==> src/design/ckmx_pkg.sv <==
// shared constants, types and helpers for the checksum matrix corrector
// no dependencies; imported by every module of the block
package ckmx_pkg;

  localparam int MAX_ROWS = 16;
  localparam int MAX_COLS = 16;
  localparam int ROW_W    = $clog2(MAX_ROWS);
  localparam int COL_W    = $clog2(MAX_COLS);
  localparam int IX_W     = (ROW_W > COL_W) ? ROW_W : COL_W;
  localparam int ADDR_W   = ROW_W + COL_W;
  localparam int DEPTH    = 1 << ADDR_W;
  localparam int IDX_W    = $clog2(MAX_ROWS * MAX_COLS);
  localparam int SIZE_W   = 5;
  localparam int TOT_W    = 2 * SIZE_W;
  localparam int DATA_W   = 32;
  localparam int CFG_IDX_W = 1;
  localparam int TDATA_W  = 80;

  localparam logic [SIZE_W-1:0] MAX_ROWS_S = SIZE_W'(MAX_ROWS);
  localparam logic [SIZE_W-1:0] MAX_COLS_S = SIZE_W'(MAX_COLS);
  localparam logic [SIZE_W-1:0] SIZE_RESET = SIZE_W'(16);
  localparam logic [SIZE_W-1:0] MIN_SIZE   = SIZE_W'(2);

  typedef enum logic [1:0] {
    ST_FIXED    = 2'd0,
    ST_NONE     = 2'd1,
    ST_DISAGREE = 2'd2,
    ST_ZERO     = 2'd3
  } status_t;

  typedef enum logic [CFG_IDX_W-1:0] {
    REG_ROWS = 1'b0,
    REG_COLS = 1'b1
  } cfg_reg_t;

  typedef enum logic [2:0] {
    CK_IDLE,
    CK_COLS,
    CK_ROWS,
    CK_DRAIN,
    CK_LOCATE,
    CK_FIX,
    CK_EMIT
  } ck_state_t;

  typedef struct packed {
    logic              we;
    logic [ADDR_W-1:0] addr;
    logic [DATA_W-1:0] data;
  } mem_wr_t;

  typedef struct packed {
    status_t           status;
    logic [SIZE_W-1:0] error_row;
    logic [SIZE_W-1:0] error_col;
    logic [DATA_W-1:0] correction;
    logic [DATA_W-1:0] cell_value;
  } result_t;

  function automatic logic [SIZE_W-1:0] clamp_size(input logic [SIZE_W-1:0] v,
                                                   input logic [SIZE_W-1:0] max);
    logic [SIZE_W-1:0] r;
    if (v < MIN_SIZE) r = MIN_SIZE;
    else if (v > max) r = max;
    else r = v;
    return r;
  endfunction

endpackage

==> src/design/ckmx_load.sv <==
// load side: places incoming items in row-major order and flags a full matrix
// depends on ckmx_pkg; re-derives row and column after a size change
module ckmx_load (
  input  logic                        clk,
  input  logic                        rst,
  input  logic [ckmx_pkg::SIZE_W-1:0] nr,
  input  logic [ckmx_pkg::SIZE_W-1:0] nc,
  input  logic                        cfg_we,
  input  logic                        scan_idle,
  input  logic                        s_tvalid,
  output logic                        s_tready,
  input  logic [ckmx_pkg::DATA_W-1:0] s_tdata,
  output ckmx_pkg::mem_wr_t           wr,
  output logic                        load_done
);
  import ckmx_pkg::*;

  logic [IDX_W-1:0] load_index;
  logic [ROW_W-1:0] lrow;
  logic [COL_W-1:0] lcol;
  logic             resync;
  logic [IDX_W-1:0] rem;
  logic [ROW_W-1:0] srow;

  logic [TOT_W-1:0] total;
  logic [TOT_W-1:0] idx_inc;
  logic             fire;

  assign total     = TOT_W'(nr) * TOT_W'(nc);
  assign idx_inc   = TOT_W'(load_index) + TOT_W'(1);
  assign s_tready  = !resync && !cfg_we && scan_idle;
  assign fire      = s_tvalid && s_tready;
  assign load_done = fire && (idx_inc == total);

  assign wr.we   = fire;
  assign wr.addr = {lrow, lcol};
  assign wr.data = s_tdata;

  always_ff @(posedge clk) begin
    if (rst) begin
      load_index <= '0;
      lrow       <= '0;
      lcol       <= '0;
      resync     <= 1'b0;
    end else if (cfg_we) begin
      resync <= 1'b1;
      rem    <= load_index;
      srow   <= '0;
    end else if (resync) begin
      // restart the count if the new size is already filled, else divide by nc
      if (TOT_W'(load_index) >= total) begin
        load_index <= '0;
        lrow       <= '0;
        lcol       <= '0;
        resync     <= 1'b0;
      end else if (TOT_W'(rem) >= TOT_W'(nc)) begin
        rem  <= rem - IDX_W'(nc);
        srow <= srow + ROW_W'(1);
      end else begin
        lrow   <= srow;
        lcol   <= COL_W'(rem);
        resync <= 1'b0;
      end
    end else if (fire) begin
      if (load_done) begin
        load_index <= '0;
        lrow       <= '0;
        lcol       <= '0;
      end else begin
        load_index <= load_index + IDX_W'(1);
        if (SIZE_W'(lcol) + SIZE_W'(1) == nc) begin
          lcol <= '0;
          lrow <= lrow + ROW_W'(1);
        end else begin
          lcol <= lcol + COL_W'(1);
        end
      end
    end
  end

endmodule

==> config.mk <==
export PLATFORM = sky130hd
export DESIGN_NAME = ckmx_load
export DESIGN_NICKNAME = d
export VERILOG_FILES = /design/src/design/ckmx_pkg.sv /design/src/design/ckmx_load.sv
export SDC_FILE = /design/constraint.sdc
export NUM_CORES = 1
export LEC_CHECK = 0
export ABC_AREA = 1
export BUFFER_PORTS_ARGS = -buffer_cell sky130_fd_sc_hd__buf_2
export CORE_MARGIN = 1.5
export CORE_UTILIZATION = 30
export DETAILED_ROUTE_END_ITERATION = 10
export SKIP_LAST_GASP = 1
export SYNTH_ARGS = -nofsm -noshare
export SYNTH_HDL_FRONTEND = slang
export SYNTH_SLANG_ARGS = --single-unit
export TNS_END_PERCENT = 20
==> constraint.sdc <==
create_clock -name clk -period 16.75 [get_ports clk]
set_clock_uncertainty 0.15 [all_clocks]
set_input_delay 5.025 -clock clk [delete_from_list [all_inputs] [get_ports clk]]
set_output_delay 5.025 -clock clk [all_outputs]
set_load 0.01 [all_outputs]
[Word-level counts from Yosys, hierarchy flattened]
Index checks and enable logic that the tools add are counted.
Operators by class
  $add $sub $neg: 7
  $mul: 1
  order comparisons: 2
  equality and inequality tests: 5
  muxes and demuxes: 27
  bitwise logic cells: 2
  reduce and logical (&&, ||, !) cells: 14
Operators with widths (number)
  $mux W8: 8
  $mux W4: 15
  $add A4 B1 Y4 const B: 3
  $eq A9 B10 Y1: 1
  $ge A8 B10 Y1: 1
  $mul A5 B5 Y10: 1
  $add A8 B1 Y9 const B: 1
  $add A8 B1 Y8 const B: 1
  $ge A8 B5 Y1: 1
  $reduce_and A4 Y1: 2
  $sub A8 B5 Y8: 1
  $reduce_and A3 Y1: 2
  $reduce_bool A2 Y1: 3
  $add A4 B1 Y5 const B: 1
  $eq A5 B5 Y1: 1
  $logic_and A1 B1 Y1: 4
  $mux W1: 4
  $ne A3 B3 Y1 const B: 1
  $reduce_bool A3 Y1: 1
  $logic_not A1 Y1: 2
  $ne A2 B1 Y1 const B: 1
  $ne A2 B2 Y1 const B: 1
  $not A1 Y1: 2
Storage, ports and cells
  flip-flop bits (word level): 29
  input port bits: 47
  output and inout bits: 43
  logic and storage cells: 64

[Depth between registers and ports, before layout]
  depth after elaboration: 8
  mapped depth: 27
  depth with buffers taken out: 27

[Worst setup path before layout]
Ideal clock, no wire load.
  path kind: input-to-output
  from: input nc[4] (netlist name)
  to: output load_done
  arrival: 8195 ps
  required time: 11575 ps
  setup slack: 3380 ps
  cell stages on the path: 14
  buffers on the path: 1
  cells stage by stage: clkbuf_1 nand2_1 fa_1 fa_1 inv_1 fa_1 ha_1 a21oi_2 nand2_2 nand2_1 nand3b_1 nand2_2 nand3_1 nor3_1
Between the ends
  word-level cells in the longest chain between the ends: 3
RTL lines
  start, declared: RTL line ckmx_load.sv:7  | input logic [ckmx_pkg::SIZE_W-1:0] nc,
  $mul A5 B5 Y10: RTL line ckmx_load.sv:29  | assign total = TOT_W'(nr) * TOT_W'(nc);
  $eq A9 B10 Y1: RTL line ckmx_load.sv:33  | assign load_done = fire && (idx_inc == total);
  $logic_and A1 B1 Y1: RTL line ckmx_load.sv:33
  end, declared: RTL line ckmx_load.sv:14  | output logic load_done
Every way passes these cells.

[Worst setup path after layout]
Ends and elaborated chain as after synthesis.

==> flow_metrics.tcl <==
set metrics [dict create \
    synth_area_per_cell_sq_um 6.763 \
    drc 0 \
    cp-start-kind "input port" \
    cts_tree "yes" \
    yosys.cell_types.count 37 \
    p_leak_nw 1.975 \
    std_cell_rows 38 \
    rsz0062_at_grt "false" \
    peakVddDrop_uv 31.62 \
    endpoint "load_done" \
    finalHoldViolCount 0 \
    reg2regPathDepth 10 \
    synthTopCellsByArea "nand2_1 14%, ha_1 13%, edfxtp_1 11%" \
    crit_start "nc[4]" \
    hold_class "flip-flop to flip-flop" \
    final_core_util 0.3258 \
    maxSlewViolCount 0 \
    die_w_um 109.8 \
    hold_buffers 0 \
    cts_root_buffer "clkbuf_16" \
    setup_slack_ps 3263 \
    maxCapViolations 0 \
    final_common_cell "nand2_1" \
    crit_fanout 8 \
    die_area_sq_mm 0.01206 \
    critPathRequiredTime_ps 11570 \
    synth_warnings 0 \
    globalplace.congestion 0.8526 \
    final_cell_mix "131 x nand2_1, 80 x inv_1, 38 x nor2_1" \
    path_class "input port to output pin" \
    netlist.top_cell.by_area "nand2_1" \
    finalCriticalPeriod_ps 13490 \
    drt-total-wl_um 7667 \
    crit_path_end_kind "output pin" \
    vias 2954 \
    reg2reg_from "rem[0]$_DFFE_PP_" \
    drt_pass1_iterations 4 \
    synth_flop_cell "dfxtp_1" \
    insertion_delay_ps 270 \
    drt_iter0_markers 216 \
    ioPinCount 90 \
    wl_per_cell_um 12.00 \
    cts_resized 0 \
    gr-total-overflow 0 \
    clockBufferDepth 2 \
    postCtsSetupRepairBufs 0 \
    tightest_slew_ps 1154 \
    yosysTopAreaCellShare 0.1437 \
    arrival_ps 8310 \
    detail-route-antenna-nets 0 \
    synth_area_sq_mm 0.003422 \
    drive_gt1_frac 0.1363 \
    syn_to_final_growth_pct 4.570 \
    grt_util_all_layers 0.1402 \
    pwr_density_cell_mw_per_mm2 74.00 \
    pre_cts_ws_ps 3248 \
    synthesis.nets 598 \
    io_buffers 25 \
    grt_pass1_wl_um 13160 \
    worstHoldStart "load_index[3]$_SDFFE_PP0P_" \
    ys_seq_area_frac 0.2048 \
    grt_pass1_vias 2814 \
    start_util 0.3116 \
    clkTransAtPathRegs_ps 50 \
    fin_crit_sh 0.8052 \
    r2r_setup_slack_ps 13620 \
    viasPerCell 4.623 \
    core_sq_mm 0.01098 \
    synth-async-reset-ratio 0 \
    syn_inst 506 \
    fmaxAchievable_mhz 74.14 \
    fp.dieH_um 109.8 \
    synth_edf_count 12 \
    fin_tns_setup_ps 0 \
    diodes 0 \
    antenna_found_initial 0 \
    rr_endpoint "rem[4]$_DFFE_PP_" \
    layout.nets 590 \
    ctsHtreeMaxLevel 2 \
    clock-sinks 29 \
    grt_max_degree 19 \
    cts_inserted_buffers 5 \
    dpl.hpwl_um 6175 \
    finalSetupViolations 0 \
    synth-seq-cells 29 \
    status "complete, no violations" \
    maxSlewHeadroom 0.2308 \
]
[per-layer routing]
metal,track usage,vias to the layer above,part of all wire
li1,-,1559,-
met1,0.1794,1334,0.49
met2,0.2387,43,0.46
met3,0.02845,18,0.039
met4,0.03711,0,0.014
met5,0,-,0
[layout make-up]
class	instances	area (sq um)
Clock buffer	6	128.9
Clock inverter	2	10.01
Fill cell	1174	7405
Inverter	89	335.3
Multi-Input combinational cell	348	2103
Sequential cell	29	700.7
Tap cell	140	175.2
Timing Repair Buffer	25	125.1
[Yosys cell counts (2+ instances only)]
cell type / number
nand3_2: 4
ha_1: 35
o22ai_1: 2
nand3b_1: 2
nand2_1: 131
a21o_1: 2
o21ai_0: 15
a21oi_1: 25
nor2_1: 38
clkbuf_1: 3
nor3_1: 3
buf_1: 2
nor2_4: 3
inv_1: 80
nor2_2: 4
a31oi_1: 3
buf_4: 33
xor2_1: 5
nand4_1: 15
dfxtp_1: 17
nand3_1: 30
nand2_4: 2
inv_2: 7
edfxtp_1: 12
fa_1: 10
nand2_2: 11
xnor2_1: 2
[sequential cells by signal (all words and copies together) (netlist names)]
signal and flops:
lcol 4, rem 8, load_index 8, srow 4, resync 1, lrow 4
[worst max-delay path, cell delays in order]
cell	delay (ps)
buf_2	170
nand2_1	100
fa_1	510
fa_1	560
inv_1	60
fa_1	480
ha_1	390
a21oi_2	220
nand2_2	100
nand2_2	90
nand3_1	90
nand3_1	90
nand2_1	90
nor3_1	180
buf_2	150
[through the flow]
stage / cell area [sq um] / hold slack (ps) / total power [mW] / std cells
after CTS: 3578 / 379.9 / 0.2667 / 639
after global routing: 3578 / 404.5 / 0.2870 / 639
after floorplan: 3422 / 336.6 / 0.1663 / 506
final: 3578 / 381.0 / 0.2648 / 639
after global placement: 3440 / 367.2 / 0.1790 / 631
after detailed placement: 3440 / 371.1 / 0.1814 / 631
[worst min-delay path by stage]
stage / end / slack [ps] / depth (start not counted)
after floorplan: load_index[4]$_SDFFE_PP0P_ / 340 / 2
after global routing: load_index[7]$_SDFFE_PP0P_ / 400 / 2
after detailed placement: load_index[3]$_SDFFE_PP0P_ / 370 / 2
final: load_index[3]$_SDFFE_PP0P_ / 380 / 2
after CTS: load_index[3]$_SDFFE_PP0P_ / 380 / 2
after global placement: load_index[7]$_SDFFE_PP0P_ / 370 / 2
[report_power, final]
| part | total (mW) | leakage, nW | internal (mW) | switching [mW] |
|---|---|---|---|---|
| combinational | 0.0981 | 1.65 | 0.0357 | 0.0625 |
| sequential | 0.0820 | 0.255 | 0.0785 | 0.00348 |
| clock | 0.0847 | 0.0706 | 0.0544 | 0.0303 |
| total | 0.265 | 1.97 | 0.169 | 0.0963 |
[cells by family (layout without fill, tap and decap cells)]
logic type               after synthesis  count (layout)  synth area share
AND/OR/NAND/NOR                      247             247            0.3342
AO/OA/AOI/OAI                         49              49           0.07605
XOR/XNOR                               7               7           0.01792
buffers and inverters                129             122            0.1806
flip-flops                            29              29            0.2048
adder cells (fa/ha/maj)               45              45            0.1865
Power figures use the tool's default switching activity.
