$ cat src/design/ckmx_pkg.sv
// shared constants, types and helpers for the checksum matrix corrector
// no dependencies; imported by every module of the block
package ckmx_pkg;

  localparam int MAX_ROWS = 16;
  localparam int MAX_COLS = 16;
  localparam int ROW_W    = $clog2(MAX_ROWS);
  localparam int COL_W    = $clog2(MAX_COLS);
  localparam int IX_W     = (ROW_W > COL_W) ? ROW_W : COL_W;
  localparam int ADDR_W   = ROW_W + COL_W;
  localparam int DEPTH    = 1 << ADDR_W;
  localparam int IDX_W    = $clog2(MAX_ROWS * MAX_COLS);
  localparam int SIZE_W   = 5;
  localparam int TOT_W    = 2 * SIZE_W;
  localparam int DATA_W   = 32;
  localparam int CFG_IDX_W = 1;
  localparam int TDATA_W  = 80;

  localparam logic [SIZE_W-1:0] MAX_ROWS_S = SIZE_W'(MAX_ROWS);
  localparam logic [SIZE_W-1:0] MAX_COLS_S = SIZE_W'(MAX_COLS);
  localparam logic [SIZE_W-1:0] SIZE_RESET = SIZE_W'(16);
  localparam logic [SIZE_W-1:0] MIN_SIZE   = SIZE_W'(2);

  typedef enum logic [1:0] {
    ST_FIXED    = 2'd0,
    ST_NONE     = 2'd1,
    ST_DISAGREE = 2'd2,
    ST_ZERO     = 2'd3
  } status_t;

  typedef enum logic [CFG_IDX_W-1:0] {
    REG_ROWS = 1'b0,
    REG_COLS = 1'b1
  } cfg_reg_t;

  typedef enum logic [2:0] {
    CK_IDLE,
    CK_COLS,
    CK_ROWS,
    CK_DRAIN,
    CK_LOCATE,
    CK_FIX,
    CK_EMIT
  } ck_state_t;

  typedef struct packed {
    logic              we;
    logic [ADDR_W-1:0] addr;
    logic [DATA_W-1:0] data;
  } mem_wr_t;

  typedef struct packed {
    status_t           status;
    logic [SIZE_W-1:0] error_row;
    logic [SIZE_W-1:0] error_col;
    logic [DATA_W-1:0] correction;
    logic [DATA_W-1:0] cell_value;
  } result_t;

  function automatic logic [SIZE_W-1:0] clamp_size(input logic [SIZE_W-1:0] v,
                                                   input logic [SIZE_W-1:0] max);
    logic [SIZE_W-1:0] r;
    if (v < MIN_SIZE) r = MIN_SIZE;
    else if (v > max) r = max;
    else r = v;
    return r;
  endfunction

endpackage

$ cat src/design/ckmx_scan.sv
// check sequencer: sweeps columns then rows through one shared adder,
// locates the faulty cell and writes back the correction; depends on ckmx_pkg
module ckmx_scan (
  input  logic                            clk,
  input  logic                            rst,
  input  logic [ckmx_pkg::SIZE_W-1:0]     nr,
  input  logic [ckmx_pkg::SIZE_W-1:0]     nc,
  input  logic                            start,
  output logic                            idle,
  output logic [ckmx_pkg::ADDR_W-1:0]     rd_addr,
  input  logic [ckmx_pkg::DATA_W-1:0]     rd_data,
  output ckmx_pkg::mem_wr_t               wr,
  output logic                            res_valid,
  input  logic                            res_take,
  output ckmx_pkg::result_t               res
);
  import ckmx_pkg::*;

  ck_state_t state, state_next;

  logic [IX_W-1:0]   maj;
  logic [IX_W-1:0]   mnr;
  logic              p_valid;
  logic              p_last;
  logic              p_rowpass;
  logic [IX_W-1:0]   p_maj;
  logic [DATA_W-1:0] acc;
  logic [SIZE_W-1:0] err_r;
  logic [SIZE_W-1:0] err_c;
  logic [DATA_W-1:0] col_delta;
  logic [DATA_W-1:0] row_delta;

  logic [SIZE_W-1:0] mnr_lim;
  logic [SIZE_W-1:0] maj_lim;
  logic              mnr_end;
  logic              pass_end;
  logic              issue;
  logic [DATA_W-1:0] op_a;
  logic [DATA_W-1:0] op_b;
  logic              op_sub;
  logic [DATA_W-1:0] sum;
  logic              agree;
  logic [ROW_W-1:0]  cell_row;
  logic [COL_W-1:0]  cell_col;

  assign mnr_lim  = (state == CK_ROWS) ? nc - SIZE_W'(1) : nr - SIZE_W'(1);
  assign maj_lim  = (state == CK_ROWS) ? nr - SIZE_W'(1) : nc - SIZE_W'(1);
  assign mnr_end  = SIZE_W'(mnr) == mnr_lim;
  assign pass_end = mnr_end && (SIZE_W'(maj) == maj_lim);
  assign issue    = (state == CK_COLS) || (state == CK_ROWS);
  assign cell_row = ROW_W'(err_r - SIZE_W'(1));
  assign cell_col = COL_W'(err_c - SIZE_W'(1));
  assign agree    = col_delta == row_delta;
  assign idle     = state == CK_IDLE;
  assign res_valid = state == CK_EMIT;

  always_comb begin
    unique case (state)
      CK_COLS: rd_addr = {ROW_W'(mnr), COL_W'(maj)};
      CK_ROWS: rd_addr = {ROW_W'(maj), COL_W'(mnr)};
      default: rd_addr = {cell_row, cell_col};
    endcase
  end

  // shared adder: accumulate, checksum minus sum, or cell plus delta
  always_comb begin
    if (state == CK_FIX) begin
      op_a   = rd_data;
      op_b   = col_delta;
      op_sub = 1'b0;
    end else if (p_last) begin
      op_a   = rd_data;
      op_b   = acc;
      op_sub = 1'b1;
    end else begin
      op_a   = acc;
      op_b   = rd_data;
      op_sub = 1'b0;
    end
    sum = op_a + (op_sub ? ~op_b : op_b) + DATA_W'(op_sub);
  end

  assign wr.we   = (state == CK_FIX) && agree;
  assign wr.addr = {cell_row, cell_col};
  assign wr.data = sum;

  always_ff @(posedge clk) begin
    if (rst) begin
      state <= CK_IDLE;
    end else begin
      state <= state_next;
    end
  end

  always_comb begin
    state_next = state;
    unique case (state)
      CK_IDLE:   if (start) state_next = CK_COLS;
      CK_COLS:   if (pass_end) state_next = CK_ROWS;
      CK_ROWS:   if (pass_end) state_next = CK_DRAIN;
      CK_DRAIN:  state_next = CK_LOCATE;
      CK_LOCATE: begin
        if (err_r == '0 || err_c == '0) state_next = CK_EMIT;
        else state_next = CK_FIX;
      end
      CK_FIX:    state_next = CK_EMIT;
      CK_EMIT:   if (res_take) state_next = CK_IDLE;
      default:   state_next = CK_IDLE;
    endcase
  end

  always_ff @(posedge clk) begin
    if (rst) begin
      p_valid <= 1'b0;
      p_last  <= 1'b0;
    end else begin
      p_valid <= issue;
      p_last  <= issue && mnr_end;
    end
  end

  always_ff @(posedge clk) begin
    p_maj     <= maj;
    p_rowpass <= state == CK_ROWS;

    if (state == CK_IDLE && start) begin
      maj   <= '0;
      mnr   <= '0;
      acc   <= '0;
      err_r <= '0;
      err_c <= '0;
    end

    if (issue) begin
      if (mnr_end) begin
        mnr <= '0;
        maj <= (SIZE_W'(maj) == maj_lim) ? '0 : maj + IX_W'(1);
      end else begin
        mnr <= mnr + IX_W'(1);
      end
    end

    if (p_valid) begin
      if (p_last) begin
        acc <= '0;
        if (sum != '0) begin
          if (p_rowpass) begin
            err_r     <= SIZE_W'(p_maj) + SIZE_W'(1);
            row_delta <= sum;
          end else begin
            err_c     <= SIZE_W'(p_maj) + SIZE_W'(1);
            col_delta <= sum;
          end
        end
      end else begin
        acc <= sum;
      end
    end

    if (state == CK_LOCATE) begin
      res.status     <= ST_NONE;
      res.error_row  <= err_r;
      res.error_col  <= err_c;
      res.correction <= '0;
      res.cell_value <= '0;
    end

    if (state == CK_FIX) begin
      res.correction <= col_delta;
      if (agree) begin
        res.cell_value <= sum;
        res.status     <= (sum == '0) ? ST_ZERO : ST_FIXED;
      end else begin
        res.cell_value <= rd_data;
        res.status     <= (rd_data == '0) ? ST_ZERO : ST_DISAGREE;
      end
    end
  end

endmodule

$ cat config.mk
export PLATFORM = sky130hd
export DESIGN_NAME = ckmx_scan
export DESIGN_NICKNAME = d
export VERILOG_FILES = /design/src/design/ckmx_pkg.sv /design/src/design/ckmx_scan.sv
export SDC_FILE = /design/constraint.sdc
export NUM_CORES = 1
export LEC_CHECK = 0
export ABC_AREA = 0
export BUFFER_PORTS_ARGS = -buffer_cell sky130_fd_sc_hd__buf_2
export CAP_MARGIN = 20
export CORE_MARGIN = 2
export CORE_UTILIZATION = 55
export DETAILED_ROUTE_END_ITERATION = 10
export HOLD_SLACK_MARGIN = 0.08
export PLACE_DENSITY = 0.77
export SLEW_MARGIN = 0
export SYNTH_ARGS = -nofsm -noshare
export SYNTH_HDL_FRONTEND = slang
export SYNTH_SLANG_ARGS = --single-unit
$ cat constraint.sdc
create_clock -name clk -period 9.35 [get_ports clk]
set_clock_uncertainty 0.1 [all_clocks]
set_input_delay 1.4025 -clock clk [delete_from_list [all_inputs] [get_ports clk]]
set_output_delay 1.4025 -clock clk [all_outputs]
set_load 0.01 [all_outputs]
Word level (Yosys, flattened, before mapping)
Index checks and enable logic that the tools add are counted.

storage, ports and cells
  RAM bits = 0
  memories kept = 0
  register bits = 200
  output and inout bits = 127
  word-level logic and storage cells = 102
  ROM bits = 0
  input port bits = 46
  bits in latches = 0

operators by class
  div/mod/pow operators = 0
  $lt $le $gt $ge = 0
  bitwise operators = 2
  mux-type cells = 43
  reduce and logical (&&, ||, !) cells = 18
  add/subtract/negate cells = 9
  $mul = 0
  equal/unequal tests = 13
  shift-type cells = 0

operators with widths
  kind                                                                    number
  32-bit two-way mux                                                      9
  76-bit two-way mux                                                      1
  32-bit zero test                                                        2
  64-bit two-way mux                                                      1
  5-bit two-way mux                                                       12
  32-bit by 1-bit adder with 32-bit output                                1
  32-bit adder                                                            1
  32-bit equality test                                                    1
  32-bit inverter                                                         1
  32-bit nonzero test                                                     1
  4-bit two-way mux                                                       7
  3-bit one-hot mux with 7 select lines                                   1
  8-bit one-hot mux with 2 select lines                                   1
  3-bit two-way mux                                                       4
  4-bit AND reduction                                                     3
  4-bit by 5-bit equality test with 1-bit output                          2
  5-bit zero test                                                         2
  5-bit by 1-bit subtractor with 5-bit output (second input constant)     2
  3-bit equality test (second input constant)                             3
  4-bit by 1-bit adder with 4-bit output (second input constant)          2
  2-bit two-way mux                                                       4
  4-bit by 1-bit subtractor with 4-bit output (second input constant)     2
  3-bit by 2-bit equality test with 1-bit output (second input constant)  2
  2-bit != test (second input constant)                                   3
  9 further kinds                                                         17

Logic depth before layout (Yosys ltp)
  depth after elaboration = 10
  depth in mapped cells = 20
  mapped depth without buffers = 16

Worst setup path before layout
Ideal clock, no wire load.

  path kind = input port to flip-flop
  from = input rd_data[0] in the netlist's numbering
  to = register row_delta[0], enable pin
  stages = 14
  arrival = 5.510 ns
  data required time = 8.846 ns
  path slack = 3.336 ns
  setup time = 0.404 ns
  cell sequence = clkbuf_1 -> mux2i_1 -> o2bb2ai_2 -> inv_1 -> fa_1 -> nand2b_1 -> a211oi_2 -> o21ai_1 -> a211oi_1 -> o21ai_0 -> a211oi_1 -> o21bai_1 -> nor4_4 -> nor2_2

RTL lines
  what                  RTL line          RTL
  from (decl)           ckmx_scan.sv:11   input logic [ckmx_pkg::DATA_W-1:0] rd_data,
  to (signal assigned)  ckmx_scan.sv:149  row_delta <= sum;
  to (decl)             ckmx_scan.sv:31   logic [DATA_W-1:0] row_delta;

==> flow_summary.ini <==
[route]
first_iter_violations = 1206
drtPass1Iterations = 5
routedWlPerCell_um = 21.98
via_per_inst = 6.291
routed_wirelength_mm = 33.94
antenna_left = 0
drc = 0
num_vias = 9714

[final_layout]
synthToLayoutAreaGrowth_pct = 15.14
fin_util_pct = 64.17
n_fill_cell = 1661
seqCellArea_um2 = 5767
nets = 1342
n_antenna_cell = 0
drive_gt1_share_pct = 21.91
stdcell_count = 1544
multi_input_area_um2 = 5578

[floorplan]
die_w_um = 149.7
start_util_pct = 55.73
die_h_um = 149.7
core-area_um2 = 20960
fp-row-count = 53
die_area_um2 = 22420
io_pins = 173

[clocking]
cts_setup_buffers = 0
numCtsBuffers = 17
cts_tree = done
ctsHoldBuffers = 0
cts_root_buffer = clkbuf_16
clk_path_buf_depth = 2
clk_pin_slew_ns = 0.08
cts.sinks = 200
cts-htree-levels = 4
clk_latency_ns = 0.44
cts_resized = 0

[run]
max-cap-violations = 0

[worst_hold_path]
min_path_type = reg -> reg

[timing]
worst_slew_pin_slew_ns = 0.9618
clock.fmax_ghz = 0.1453
rsz0062_at_grt = no
min_period_ns = 6.880
min_period_over_period_pct = 73.59
maxSlewViolCount = 0
setup_viol = 0
relSlewSlack_pct = 35.39
setup-tns-final_ns = 0
report.final.hold_viol_count = 0

[outcome]
status = finished, final reports clean

[logic_synthesis]
synthArstFlopShare_pct = 0
syn_area_um2 = 11680
synthesis.nets = 1187
synth_edf_count = 176
synth_top_area_share_pct = 45.25
avgSynthCellArea_um2 = 10.61
synth_seq_area_share_pct = 49.37
yosysUniqueCellTypes = 78
syn_inst = 1101
synth_top_area_cell = edfxtp_1
ys_ff_latch = 200
synth_ff_type = edfxtp_1
synth.area.top_cells = edfxtp_1 45%, ha_1 4.2%, xor2_1 4.1%
synth_warnings = 0

[global_route]
grt_max_degree = 69
grt_first_pass_wirelength_mm = 51.35
grt_overflow_total = 0
grtUsageTotal_pct = 30.48
grt_pass1_vias = 8869
antenna_found_initial = 0

[placement]
io_buffers = 172
dp_cells = 1512
dpl.hpwl_mm = 24.96
gp_congestion = 0.9770

[setup_path]
crit_type = reg -> out
worst_setup_path_end_kind = output pin
r2r_slack_ns = 2.93
critPathLaunchType = flop
crit_arrival_ns = 5.38
worstPathMaxFanout = 36
crit_required_ns = 7.85

[power_and_ir_drop]
powerDensity_nw_per_um2 = 333.8
p_leak_nw = 5.264
ir_worst_vdd_mv = 0.1930
==> worst max-delay path, cell delays in order, from the launching register on <==
cell	delay (ns)
dfxtp_1	0.52
and3b_1	0.22
buf_4	0.24
nor2_2	0.14
buf_4	0.42
mux2_2	0.42
ha_1	0.41
a21oi_1	0.25
o21ai_0	0.19
a21oi_1	0.43
or3b_2	0.49
o22ai_1	0.17
xor2_1	0.59
inv_1	0.22
buf_2	0.20
==> routing by layer <==
metal | GRT usage [%] | up-vias | wire, µm
li1 | - | 4389 | -
met1 | 43.07 | 4665 | 14130
met2 | 47.39 | 583 | 15610
met3 | 4.939 | 77 | 3040
met4 | 11.79 | 0 | 1159
met5 | 0 | - | 0
==> final cells by class <==
class	count	area share (%)
clock buffers	18	3.192
flip-flops and latches	200	42.89
repair buffers	190	7.500
inverters	38	1.061
clock inverters	14	1.321
multi-input cells	809	41.48
well taps	275	2.559
==> final timing paths <==
| check | endpoint | from | cells after the start |
|---|---|---|---|
| min | p_maj[3] | maj[3] | 0 |
| max reg2reg | col_delta[10] | state[1] | 16 |
| max | wr[27] | state[1] | 14 |
| min reg2reg | p_maj[3] | maj[3] | 0 |
==> power breakdown <==
| part | switching (mW) | internal [mW] |
|---|---|---|
| Clock | 0.390 | 0.364 |
| Combinational | 1.61 | 0.806 |
| Sequential | 0.0803 | 1.24 |
| Total | 2.08 | 2.41 |
==> Yosys cell counts, drive strengths merged (24+ instances only) <==
| cell type | n |
|---|---|
| and2 | 49 |
| mux2i | 47 |
| nor4 | 24 |
| inv | 38 |
| a21oi | 69 |
| xor2 | 55 |
| a21o | 44 |
| ha | 39 |
| dfxtp | 24 |
| mux2 | 31 |
| clkbuf | 31 |
| edfxtp | 176 |
| nor3 | 31 |
| nand2 | 65 |
| nor2 | 125 |
| o21ai | 35 |
==> through the flow <==
step	hold WS [ns]	area, µm²	power [mW]	setup WS, ns
finish	0.3602	13450	4.489	2.470
global route	0.3777	13450	4.721	2.175
CTS	0.3567	13450	4.428	2.546
detailed placement	0.3452	12840	3.683	3.010
global placement	0.3452	12820	3.652	3.111
floorplan	0.3029	11680	2.830	3.336
==> flip-flops by register name, summed over array words and instances (netlist names) <==
signal     count
acc           32
col_delta     32
err_c          5
err_r          5
maj            4
mnr            4
p_last         1
p_maj          4
p_rowpass      1
p_valid        1
res           76
row_delta     32
state          3
==> layout by cell type, fill, tap and decap left out, types with 5 or more instances in the layout <==
master       n
and2_1      48
ha_1        39
buf_2      172
nor2_1     122
o211ai_1     8
nand3_1     13
nand2b_1     7
nand2_1     65
inv_6        5
a22oi_1     12
a311oi_1     5
nor3_1      31
a21o_1      44
a31oi_1      5
a21oi_1     68
buf_4       17
edfxtp_1   176
mux2_2      31
xnor2_1     19
nor4_1      23
a21boi_0     5
a211oi_1    11
o21ai_0     32
clkinv_8     7
dfxtp_1     23
clkbuf_16   17
inv_1       38
nand4_1     18
mux2i_1     47
or3_1        5
o21a_1       6
xor2_1      55
==> logic make-up after synthesis <==
group	after synthesis	share of synthesized area, %
AND/OR/NAND/NOR	377	16.39
multiplexers	78	7.017
AO/OA/AOI/OAI	240	14.09
flip-flops	200	49.37
buffers and inverters	92	3.236
adder cells (fa/ha/maj)	40	4.350
XOR/XNOR	74	5.550
Note: power is estimated with default switching activity, not from simulation.
